===== src/design/three_sum_zero_triples_macros.svh =====
// ---------------------------------------------------------------------------
// three_sum_zero_triples_macros.svh
// assertion macros shared by the zero-sum triple finder
// ---------------------------------------------------------------------------
`ifndef THREE_SUM_ZERO_TRIPLES_MACROS_SVH
`define THREE_SUM_ZERO_TRIPLES_MACROS_SVH

// same-cycle implication
`define TSZ_ASSERT_SAME(name, clk, rstn, ante, cons, msg) \
	name: assert property (@(posedge clk) disable iff (!rstn) (ante) |-> (cons)) else $error(msg);

// next-cycle implication
`define TSZ_ASSERT_NEXT(name, clk, rstn, ante, cons, msg) \
	name: assert property (@(posedge clk) disable iff (!rstn) (ante) |=> (cons)) else $error(msg);

`endif


===== src/design/tsz_pkg.sv =====
// ---------------------------------------------------------------------------
// tsz_pkg
// state codes and fixed widths of the zero-sum triple finder
// ---------------------------------------------------------------------------
package tsz_pkg;

	localparam int FIELD_BITS = 16;
	localparam int STATE_BITS = 4;

	typedef logic [STATE_BITS-1:0] state_t;

	localparam state_t ST_IDLE  = 4'd0;
	localparam state_t ST_INS   = 4'd1;
	localparam state_t ST_INS0  = 4'd2;
	localparam state_t ST_SR_I  = 4'd3;
	localparam state_t ST_W_I   = 4'd4;
	localparam state_t ST_W_J   = 4'd5;
	localparam state_t ST_W_B   = 4'd6;
	localparam state_t ST_W_C   = 4'd7;
	localparam state_t ST_CMP   = 4'd8;
	localparam state_t ST_SKJ   = 4'd9;
	localparam state_t ST_SKJ_W = 4'd10;
	localparam state_t ST_SKK   = 4'd11;
	localparam state_t ST_SKK_W = 4'd12;
	localparam state_t ST_EMIT  = 4'd13;

endpackage


===== src/design/tsz_ram.sv =====
// ---------------------------------------------------------------------------
// tsz_ram
// single write port, single registered read port memory
// ---------------------------------------------------------------------------
module tsz_ram #(
	parameter int DEPTH     = 16,
	parameter int ADDR_BITS = 4,
	parameter int WIDTH     = 16
) (
	input  logic                 clk,
	input  logic                 we,
	input  logic [ADDR_BITS-1:0] waddr,
	input  logic [WIDTH-1:0]     wdata,
	input  logic [ADDR_BITS-1:0] raddr,
	output logic [WIDTH-1:0]     rdata
);

	logic [WIDTH-1:0] mem [DEPTH];

	always_ff @(posedge clk) begin
		if (we) begin
			mem[waddr] <= wdata;
		end
		rdata <= mem[raddr];
	end

endmodule


===== src/design/three_sum_zero_triples.sv =====
// ---------------------------------------------------------------------------
// three_sum_zero_triples
// loads a set of signed values in sorted order, then lists every distinct
// zero-sum triple with the sorted two-pointer method
// ---------------------------------------------------------------------------
// An input transaction is taken when start is high and busy is low. Each value
// is inserted into a sorted element memory: the first value of a set is written
// at once without raising busy, any later one shifts each stored element larger
// than the new value up one slot and then takes the freed slot. The transaction
// flagged last_value starts the search, which walks the element memory through
// its single read port. Triples found go to a triple buffer; once the search
// ends the buffer is streamed out at one result per cycle, each marked by a
// one-cycle strobe. The receiver cannot stall, so results must be taken as
// they come. truncated is known only when the search ends, which is why the
// whole answer is held back until then. busy is high while a value is being
// inserted, and from the start of a search until the last result has been
// issued. With no triple a single result with triple_valid low is sent. Values
// beyond MAX_ELEMENTS are dropped and flag truncated; so does a triple beyond
// MAX_TRIPLES.
// ---------------------------------------------------------------------------
module three_sum_zero_triples
	import tsz_pkg::*;
#(
	parameter int MAX_ELEMENTS = 16,
	parameter int VALUE_BITS   = 16,
	parameter int MAX_TRIPLES  = 64
) (
	input  logic                         clk,
	input  logic                         arst_n,
	input  logic                         start,
	output logic                         busy,
	input  logic signed [FIELD_BITS-1:0] value,
	input  logic                         last_value,
	output logic                         strobe,
	output logic signed [FIELD_BITS-1:0] first,
	output logic signed [FIELD_BITS-1:0] second,
	output logic signed [FIELD_BITS-1:0] third,
	output logic                         triple_valid,
	output logic                         truncated,
	output logic                         last_result
);

`include "three_sum_zero_triples_macros.svh"

	localparam int CW  = $clog2(MAX_ELEMENTS + 1);
	localparam int IW  = $clog2(MAX_ELEMENTS);
	localparam int TW  = $clog2(MAX_TRIPLES + 1);
	localparam int BAW = (MAX_TRIPLES > 1) ? $clog2(MAX_TRIPLES) : 1;
	localparam int VB  = VALUE_BITS;
	localparam int SW  = VALUE_BITS + 2;

	typedef logic signed [VB-1:0] val_t;

	state_t          state_q;
	logic [CW-1:0]   count_q;
	logic            ovf_q;
	logic            last_q;
	val_t            v_q;
	logic [IW-1:0]   pos_q;
	logic [IW-1:0]   i_q, j_q, k_q;
	val_t            a_q, b_q, c_q, prev_q, ob_q, oc_q;
	logic            pv_q;
	logic [TW-1:0]   found_q;
	logic [TW-1:0]   r_q;
	logic            more_q;

	// result pipeline, aligned with the triple buffer read data
	logic            strobe_s1, tv_s1, last_s1, trunc_s1;

	// element memory ports
	logic            st_we;
	logic [IW-1:0]   st_waddr, st_raddr;
	logic [VB-1:0]   st_wdata, st_rdata;
	val_t            rd;

	// triple buffer ports
	logic            tb_we;
	logic [3*VB-1:0] tb_rdata;

	logic            accept;
	logic signed [SW-1:0] sum;

	assign accept = start && (state_q == ST_IDLE);
	assign busy   = (state_q != ST_IDLE);
	assign rd     = val_t'(st_rdata);
	assign sum    = SW'(a_q) + SW'(b_q) + SW'(c_q);

	tsz_ram #(.DEPTH(MAX_ELEMENTS), .ADDR_BITS(IW), .WIDTH(VB)) u_store (
		.clk   (clk),
		.we    (st_we),
		.waddr (st_waddr),
		.wdata (st_wdata),
		.raddr (st_raddr),
		.rdata (st_rdata)
	);

	tsz_ram #(.DEPTH(MAX_TRIPLES), .ADDR_BITS(BAW), .WIDTH(3*VB)) u_tbuf (
		.clk   (clk),
		.we    (tb_we),
		.waddr (found_q[BAW-1:0]),
		.wdata ({a_q, b_q, c_q}),
		.raddr (r_q[BAW-1:0]),
		.rdata (tb_rdata)
	);

	// element memory write: shift during insert, or place the new value
	always_comb begin
		st_we    = 1'b0;
		st_waddr = pos_q;
		st_wdata = v_q;
		if (accept && count_q == '0) begin
			st_we    = 1'b1;
			st_waddr = '0;
			st_wdata = VB'($unsigned(value));
		end else if (state_q == ST_INS) begin
			st_we    = 1'b1;
			st_wdata = (rd > v_q) ? st_rdata : v_q;
		end else if (state_q == ST_INS0) begin
			st_we    = 1'b1;
			st_waddr = '0;
		end
	end

	// element memory read address, issued in the cycle before its data is used
	always_comb begin
		st_raddr = i_q;
		unique case (state_q)
			ST_IDLE:  st_raddr = IW'(count_q - CW'(1));
			ST_INS:   st_raddr = pos_q - IW'(2);
			ST_SR_I:  st_raddr = i_q;
			ST_W_I:   st_raddr = i_q + IW'(1);
			ST_W_J:   st_raddr = k_q;
			ST_CMP:   st_raddr = (sum < 0) ? j_q + IW'(1) : k_q - IW'(1);
			ST_SKJ:   st_raddr = j_q;
			ST_SKK:   st_raddr = k_q;
			default:  st_raddr = i_q;
		endcase
	end

	assign tb_we = (state_q == ST_CMP) && (j_q < k_q) && (sum == '0)
		&& (found_q != TW'(MAX_TRIPLES));

	always_ff @(posedge clk or negedge arst_n) begin
		if (!arst_n) begin
			state_q   <= ST_IDLE;
			count_q   <= '0;
			ovf_q     <= 1'b0;
			found_q   <= '0;
			r_q       <= '0;
			more_q    <= 1'b0;
			pv_q      <= 1'b0;
			strobe_s1 <= 1'b0;
			tv_s1     <= 1'b0;
			last_s1   <= 1'b0;
			trunc_s1  <= 1'b0;
		end else begin
			strobe_s1 <= 1'b0;
			unique case (state_q)
				ST_IDLE: begin
					if (accept) begin
						v_q    <= VB'($unsigned(value));
						last_q <= last_value;
						pos_q  <= count_q[IW-1:0];
						i_q    <= '0;
						pv_q   <= 1'b0;
						found_q <= '0;
						more_q <= 1'b0;
						if (count_q == CW'(MAX_ELEMENTS)) begin
							ovf_q <= 1'b1;
							if (last_value) begin
								state_q <= ST_SR_I;
							end
						end else if (count_q == '0) begin
							count_q <= count_q + CW'(1);
							if (last_value) begin
								state_q <= ST_SR_I;
							end
						end else begin
							state_q <= ST_INS;
						end
					end
				end
				ST_INS: begin
					// shift a larger neighbor up, or drop the value in its slot
					if (rd > v_q) begin
						pos_q <= pos_q - IW'(1);
						if (pos_q == IW'(1)) begin
							state_q <= ST_INS0;
						end
					end else begin
						count_q <= count_q + CW'(1);
						state_q <= last_q ? ST_SR_I : ST_IDLE;
					end
				end
				ST_INS0: begin
					count_q <= count_q + CW'(1);
					state_q <= last_q ? ST_SR_I : ST_IDLE;
				end
				ST_SR_I: begin
					if ((CW+1)'(i_q) + (CW+1)'(2) < (CW+1)'(count_q)) begin
						state_q <= ST_W_I;
					end else begin
						r_q     <= '0;
						state_q <= ST_EMIT;
					end
				end
				ST_W_I: begin
					// skip a repeated first value
					if (pv_q && rd == prev_q) begin
						i_q     <= i_q + IW'(1);
						state_q <= ST_SR_I;
					end else begin
						a_q     <= rd;
						prev_q  <= rd;
						pv_q    <= 1'b1;
						j_q     <= i_q + IW'(1);
						k_q     <= IW'(count_q - CW'(1));
						state_q <= ST_W_J;
					end
				end
				ST_W_J: begin
					b_q     <= rd;
					state_q <= ST_W_C;
				end
				ST_W_B: begin
					b_q     <= rd;
					state_q <= ST_CMP;
				end
				ST_W_C: begin
					c_q     <= rd;
					state_q <= ST_CMP;
				end
				ST_CMP: begin
					if (j_q >= k_q) begin
						i_q     <= i_q + IW'(1);
						state_q <= ST_SR_I;
					end else if (sum == '0) begin
						if (found_q == TW'(MAX_TRIPLES)) begin
							more_q  <= 1'b1;
							r_q     <= '0;
							state_q <= ST_EMIT;
						end else begin
							found_q <= found_q + TW'(1);
							ob_q    <= b_q;
							oc_q    <= c_q;
							j_q     <= j_q + IW'(1);
							k_q     <= k_q - IW'(1);
							state_q <= ST_SKJ;
						end
					end else if (sum < 0) begin
						j_q     <= j_q + IW'(1);
						state_q <= ST_W_B;
					end else begin
						k_q     <= k_q - IW'(1);
						state_q <= ST_W_C;
					end
				end
				ST_SKJ: begin
					state_q <= (j_q < k_q) ? ST_SKJ_W : ST_CMP;
				end
				ST_SKJ_W: begin
					if (rd == ob_q) begin
						j_q     <= j_q + IW'(1);
						state_q <= ST_SKJ;
					end else begin
						b_q     <= rd;
						state_q <= ST_SKK;
					end
				end
				ST_SKK: begin
					state_q <= (k_q > j_q) ? ST_SKK_W : ST_CMP;
				end
				ST_SKK_W: begin
					if (rd == oc_q) begin
						k_q     <= k_q - IW'(1);
						state_q <= ST_SKK;
					end else begin
						c_q     <= rd;
						state_q <= ST_CMP;
					end
				end
				ST_EMIT: begin
					// one result per cycle, buffer data lands next cycle
					strobe_s1 <= 1'b1;
					trunc_s1  <= ovf_q | more_q;
					tv_s1     <= (found_q != '0);
					r_q       <= r_q + TW'(1);
					if (found_q == '0 || r_q == found_q - TW'(1)) begin
						last_s1 <= 1'b1;
						count_q <= '0;
						ovf_q   <= 1'b0;
						state_q <= ST_IDLE;
					end else begin
						last_s1 <= 1'b0;
					end
				end
				default: begin
					state_q <= ST_IDLE;
				end
			endcase
		end
	end

	// output fields, sign-extended or cut to the port width
	logic signed [FIELD_BITS-1:0] f_a, f_b, f_c;
	assign f_a = FIELD_BITS'(val_t'(tb_rdata[3*VB-1:2*VB]));
	assign f_b = FIELD_BITS'(val_t'(tb_rdata[2*VB-1:VB]));
	assign f_c = FIELD_BITS'(val_t'(tb_rdata[VB-1:0]));

	assign strobe       = strobe_s1;
	assign triple_valid = tv_s1;
	assign truncated    = trunc_s1;
	assign last_result  = last_s1;
	assign first        = tv_s1 ? f_a : '0;
	assign second       = tv_s1 ? f_b : '0;
	assign third        = tv_s1 ? f_c : '0;

	`TSZ_ASSERT_SAME(a_count_cap, clk, arst_n, 1'b1, count_q <= CW'(MAX_ELEMENTS), "element count past capacity")
	`TSZ_ASSERT_SAME(a_found_cap, clk, arst_n, 1'b1, found_q <= TW'(MAX_TRIPLES), "triple count past limit")
	`TSZ_ASSERT_NEXT(a_emit_strobe, clk, arst_n, state_q == ST_EMIT, strobe_s1, "emit cycle without strobe")
	`TSZ_ASSERT_NEXT(a_last_gap, clk, arst_n, strobe_s1 && last_s1, !strobe_s1, "result after last result")
	`TSZ_ASSERT_SAME(a_ptr_order, clk, arst_n, state_q == ST_CMP && tb_we, i_q < j_q, "pointer order broken on match")

endmodule

===== config.mk =====
export PLATFORM = sky130hd
export DESIGN_NAME = three_sum_zero_triples
export DESIGN_NICKNAME = d
export VERILOG_FILES = /design/src/design/tsz_pkg.sv /design/src/design/tsz_ram.sv /design/src/design/three_sum_zero_triples.sv
export VERILOG_INCLUDE_DIRS = /design/src /design/src/design
export SDC_FILE = /design/constraint.sdc
export NUM_CORES = 2
export LEC_CHECK = 0
export ABC_AREA = 1
export BUFFER_PORTS_ARGS = -buffer_cell sky130_fd_sc_hd__buf_2
export CAP_MARGIN = 20
export CORE_AREA = 2 2 639 641
export DETAILED_ROUTE_END_ITERATION = 8
export DIE_AREA = 0 0 641 643
export PLACE_DENSITY = 0.58
export SETUP_SLACK_MARGIN = 0.02
export SYNTH_ARGS = -nofsm -noshare
export SYNTH_HDL_FRONTEND = slang
export SYNTH_SLANG_ARGS = --single-unit

===== constraint.sdc =====
create_clock -name clk -period 7.98 [get_ports clk]
set_input_delay 0.798 -clock clk [delete_from_list [all_inputs] [get_ports clk]]
set_output_delay 0.798 -clock clk [all_outputs]
set_load 0.005 [all_outputs]

# Word level (Yosys, flattened, before mapping)
# Memory sizes are Yosys's and may differ from the RTL's. A register that Yosys moved wholly into a read port is not among the register bits.
# Cells that the tools add are included.
# W data, S select, Z words.
[totals]
register_bits = 143
ramBits = 3328
output_inout_bits = 53
elab_cells = 225
memories = 2
[op_classes]
n_addsub = 13
n_lt_le_gt_ge = 6
eq_ne = 44
mux = 91
bitwise = 4
n_reduce_logical = 43
[mem_list]
columns = ["memory", "words", "word_bits", "read_ports", "rd_clocked_by_memory_dff", "wr", "line", "text"]
rows = [
  ["u_tbuf.mem", 64, 48, 1, 1, 1, "tsz_ram.sv:18", "logic [WIDTH-1:0] mem [DEPTH];"],
  ["u_store.mem", 16, 16, 1, 1, 1, "tsz_ram.sv:18", ""],
]
[ops]
columns = ["op", "count"]
rows = [
  ["$mux W16", 8],
  ["$mux W4", 31],
  ["$pmux W16 S2", 2],
  ["$mux W7", 8],
  ["$pmux W4 S13", 1],
  ["$eq A16 B16 Y1", 3],
  ["$pmux W4 S3", 3],
  ["$ne A2 B2 Y1 const B", 13],
  ["$mux W5", 5],
  ["$reduce_and A5 Y1", 5],
  ["$eq A4 B4 Y1 const B", 6],
  ["$pmux W4 S6", 1],
  ["$pmux W7 S3", 1],
  ["$pmux W5 S4", 1],
  ["$add A17 B16 Y18", 1],
  ["$logic_not A18 Y1", 1],
  ["$lt A18 B1 Y1 const B", 1],
  ["$mux W1", 18],
  ["$reduce_and A3 Y1", 6],
  ["$add A16 B16 Y17", 1],
  ["$eq A4 B3 Y1 const B", 4],
  ["$gt A16 B16 Y1", 1],
  ["$add A7 B1 Y7 const B", 2],
  ["$pmux W7 S2", 1],
  ["39 further kinds", 77],
]

# Depth between registers and ports, before layout
[logic_depth]
ltp_word = 7
ltp_mapped = 25
depth_no_buf = 23

# Cells and area by module
# From an unflattened synthesis, not the netlist that was laid out.
[unflattened]
hier_cells = 12359
area_unflattened_um2 = 145109.2
[by_module_without_submodules]
columns = ["mod", "instances", "cells_each", "area_per_inst_um2", "seq_area_each_um2"]
rows = [
  ["tsz_ram (u_tbuf)", 1, 10128, 124080.3, 93209.4],
  ["tsz_ram (u_store)", 1, 1074, 11388.4, 8007.7],
  ["three_sum_zero_triples", 1, 1157, 9640.5, 4144.0],
]

# Least setup slack after synthesis
# No wires, ideal clock.
[synth_timing]
kind = "reg2reg"
startpoint = "register, netlist name prev_q[1]"
endpoint = "register ob_q[0] (enable)"
setup_time_ns = 0.461
arrival_ns = 5.677
slack_ns = 1.842
path_stages_with_launch = 18
path_buffers = 1
period_less_slack_ns = 6.138
path_cell_list = "edfxtp_1 fa_1 ha_1 inv_1 fa_1 inv_1 nand3_1 nand2_1 xor2_1 nand3_1 nor2_1 nand2_1 nor3_1 nand2_1 nor3_2 buf_4 nand2_1 nor3_1"
[synth_rtl]
columns = ["item", "line", "text"]
rows = [
  ["end signal, assigned", "three_sum_zero_triples.sv:244", "ob_q <= b_q;"],
  ["end, declared", "three_sum_zero_triples.sv:61", "val_t a_q, b_q, c_q, prev_q, ob_q, oc_q;"],
]

# Final worst setup path
[layout_timing]
startpoint = "register c_q[13]"
endpoint = "memory u_tbuf.mem[9][28] in the netlist's numbering (enable)"
[layout_between]
elab_chain_len = 6
[layout_rtl]
columns = ["item", "line", "text"]
rows = [
  ["start, declared", "three_sum_zero_triples.sv:61", ""],
  ["start signal, assigned", "three_sum_zero_triples.sv:230", "c_q <= rd;"],
  ["start signal, assigned", "three_sum_zero_triples.sv:278", "c_q <= rd;"],
  ["$add A17 B16 Y18", "three_sum_zero_triples.sv:86", "assign sum = SW'(a_q) + SW'(b_q) + SW'(c_q);"],
  ["$logic_not A18 Y1", "three_sum_zero_triples.sv:140", "assign tb_we = (state_q == ST_CMP) && (j_q < k_q) && (sum == '0)"],
  ["$logic_and A1 B1 Y1", "three_sum_zero_triples.sv:140", ""],
  ["$logic_and A1 B1 Y1", "three_sum_zero_triples.sv:141", "&& (found_q != TW'(MAX_TRIPLES));"],
  ["$mux W1", "tsz_ram.sv:21", "if (we) begin"],
  ["$mux W1 (not written as such)", "tsz_ram.sv:22", "mem[waddr] <= wdata;"],
  ["end, declared", "tsz_ram.sv:18", ""],
]
# Every way passes these cells.

==> impl_metrics.toml <==
[die]
coreArea_sq_um = 405000
die_h_um = 643
die_area_sq_um = 412000
io_pins = 73
die_w_um = 641
std_cell_rows = 234
start_util_pct = 34.9

[min_path]
worstHoldPathCells = 1
hold_class = "input port to flop"
min-delay-start = "value[12]"
hold_end = "v_q[12]"

[synthesis]
synth_edf_count = 3441
synth_most_common_cell = "edfxtp_1"
synth_area_leaders = "edfxtp_1, nor2_1, o21ai_0"
yosysTopAreaCell = "edfxtp_1"
syn_nets = 10538
synth_seq_cells = 3535
syn_inst = 10447
synth_area_per_cell_sq_um = 13.5
synth_flop_cell = "edfxtp_1"
synthDominantCellAreaShare_pct = 73.0
syn_area_sq_um = 142000
synthTopCellsByCount = "edfxtp_1, nor2_1, o21ai_0"
async_flop_share_pct = 0.849
synth.distinct_cells = 58
ys_warn_count = 0
ys_seq_area_share_pct = 74.4

[placement]
hpwl_um = 245000
io_buffers = 72
routabilityCongestion = 0.877

[power_and_ir_drop]
power_frac_comb_pct = 23.2
p_sw_share_pct = 31.7
internal_power_mw = 34.3
ir_drop_mv = 0.347
clockPowerShare_pct = 34.3
p_leak_nw = 52.1
switchingPower_mw = 15.9
seqPwrFrac_pct = 42.5
powerDensity_nw_per_um2 = 312

[clock_network]
cts_max_level = 5
cts-buffers-inserted = 365
cts.path.max_buffers = 4
tritoncts = "built"
cts_sinks = 3535
cts_resized = 0
clkTransAtPathRegs_ns = 0.06
cts_root_buffer = "clkbuf_16"
clock_latency_ns = 0.94

[sta]
finalHoldViolCount = 0
rsz0062_at_grt = "no"
hold_ws_ns = 0.0686
finalMaxSlewViolations = 0
setup_viol = 0
max-slew-margin-rel_pct = 17.7
finalCritPeriodShare_pct = 73.1
skew_ns = 0.0784
clock.fmax_ghz = 0.171
tightest_slew_ns = 1.23
period_needed_ns = 5.84
fin_setup_tns_ns = 0

[status]
status = "finished clean"

[setup_path]
arrival_ns = 6.41
worstReg2RegStart = "c_q[13]"
path_delay_family = "simple AND/OR/NAND/NOR gates"
crit_slowest_cell = "edfxtp_1"
timing.rr.end = "u_tbuf.mem[9][28]"
reg2regPathDepth = 13
path_max_fanout = 27
cp_num_buf_inv = 2
reg2reg_slack_ns = 2.14
crit_chain = "fa_1 -> ha_1 -> nand2_1 -> nor2_1 -> a21oi_1 -> nand3_2 -> nand2_4 -> nand2_1 -> nor3_2 -> buf_4 -> nand4_1 -> nor2_4 -> buf_4"
cp_slowest_stage_delay_ns = 1.00
path_class = "flop to flop"
worstPathRequired_ns = 8.56
end_kind = "flop"
startpoint_type = "flop"

[grt]
grt-ovfl-total = 0
grt_max_degree = 197
grt_util_met2_pct = 30.5
antenna_found_initial = 20
grt_pass1_vias = 86623
grt_util_met1_pct = 28.8
use_met3_pct = 3.69
grt_pass1_wl_um = 609000
grt.busiest_layer = "met2"
grtUsageTotal_pct = 19.9

[cells_and_area]
seq_area_sq_um = 105000
layout-drive-gt1-share_pct = 9.45
fillers = 37412
multi_input_area_sq_um = 32500
syn_to_final_growth_pct = 13.7
nets = 10551
utilization_pct = 39.7

[detailed_routing]
vias = 90058
postRouteWirelength_um = 422000
first_pass_iters = 8
wl_per_cell_um = 26.1
ant_nets = 0
viasPerCell = 5.56
drcViolationCount = 0
first_iter_violations = 12773

[job]
drv_cap = 0
-- how the worst max path moves through the flow --
stage	slack (ns)	cells past startpoint	end	from
global route	1.82	14	u_tbuf.mem[9][26]	c_q[13]
finish	2.14	13	u_tbuf.mem[9][28]	c_q[13]
CTS	2.07	13	u_tbuf.mem[9][28]	c_q[13]
global placement	2.14	19	u_tbuf.mem[9][38]	prev_q[1]
floorplan	1.84	17	ob_q[0]	prev_q[1]
detailed placement	2.10	13	u_tbuf.mem[9][9]	c_q[13]
-- stage by stage --
| step | setup WS (ns) | instances | area [sq um] | total power [mW] |
|---|---|---|---|---|
| floorplan | 1.84 | 10447 | 142000 | 29.4 |
| global placement | 2.14 | 15510 | 149000 | 33.2 |
| detailed placement | 2.10 | 15514 | 149000 | 33.3 |
| CTS | 2.07 | 16182 | 161000 | 50.4 |
| global route | 1.82 | 16186 | 161000 | 52.2 |
| finish | 2.14 | 16186 | 161000 | 50.2 |
-- metal layers --
layer	wire length (um)	part of all wire (%)
met2	191000	45
met4	11800	2.8
met1	178000	42
met3	42000	9.9
met5	0	0
-- power by group through the flow --
stage	Clock, mW	Sequential, mW	Combinational, mW
floorplan	0	21.7	7.73
finish	17.2	21.4	11.7
detailed placement	0	21.7	11.6
CTS	17.4	21.4	11.6
global route	18.2	21.4	12.7
global placement	0	21.7	11.5
-- area by class of cell --
cell class                      instances  area share, %
Inverter                              356          0.851
Clock buffer                          427           5.90
Multi-Input combinational cell       5858           20.2
Tap cell                             5428           4.22
Timing Repair Buffer                  344           1.76
Antenna cell                            1        0.00155
Clock inverter                        237           1.58
Sequential cell                      3535           65.5
-- placed cells by master, fill, tap and decap left out, types with 54 or more instances in the layout --
cell type	count
nand2_1	825
inv_1	330
clkbuf_1	54
o21ai_0	840
buf_2	73
clkbuf_16	369
buf_4	234
o211ai_1	80
o32ai_1	459
clkinv_2	76
a21oi_1	153
o221ai_1	310
nor2_4	66
edfxtp_1	3441
nor2_1	1786
ha_1	54
clkinv_1	74
nand3_1	701
mux2i_1	310
dfxtp_1	64
-- state kept, by name, summed over array words and instances, names as in the netlist, 4 cells and up --
name	flops
u_tbuf.mem	3072
u_tbuf.rdata	48
r_q	7
ob_q	16
j_q	4
oc_q	16
c_q	16
v_q	16
u_store.mem	256
i_q	4
found_q	7
b_q	16
prev_q	16
state_q	4
k_q	4
pos_q	4
u_store.rdata	16
count_q	5
-- what timing repair did --
action,CTS,global route
endpoints found under the hold margin,33,0
hold buffers,4,0
buffers inserted,0,0
endpoints found under the setup margin,0,0
-- cells by family after synthesis --
group | synth area share (%)
buffers and inverters | 2.97
adder cells (fa/ha/maj) | 0.718
XOR/XNOR | 0.433
multiplexers | 2.19
flip-flops | 74.4
AND/OR/NAND/NOR | 10.2
AO/OA/AOI/OAI | 9.08
(Power assumes the default switching activity.)
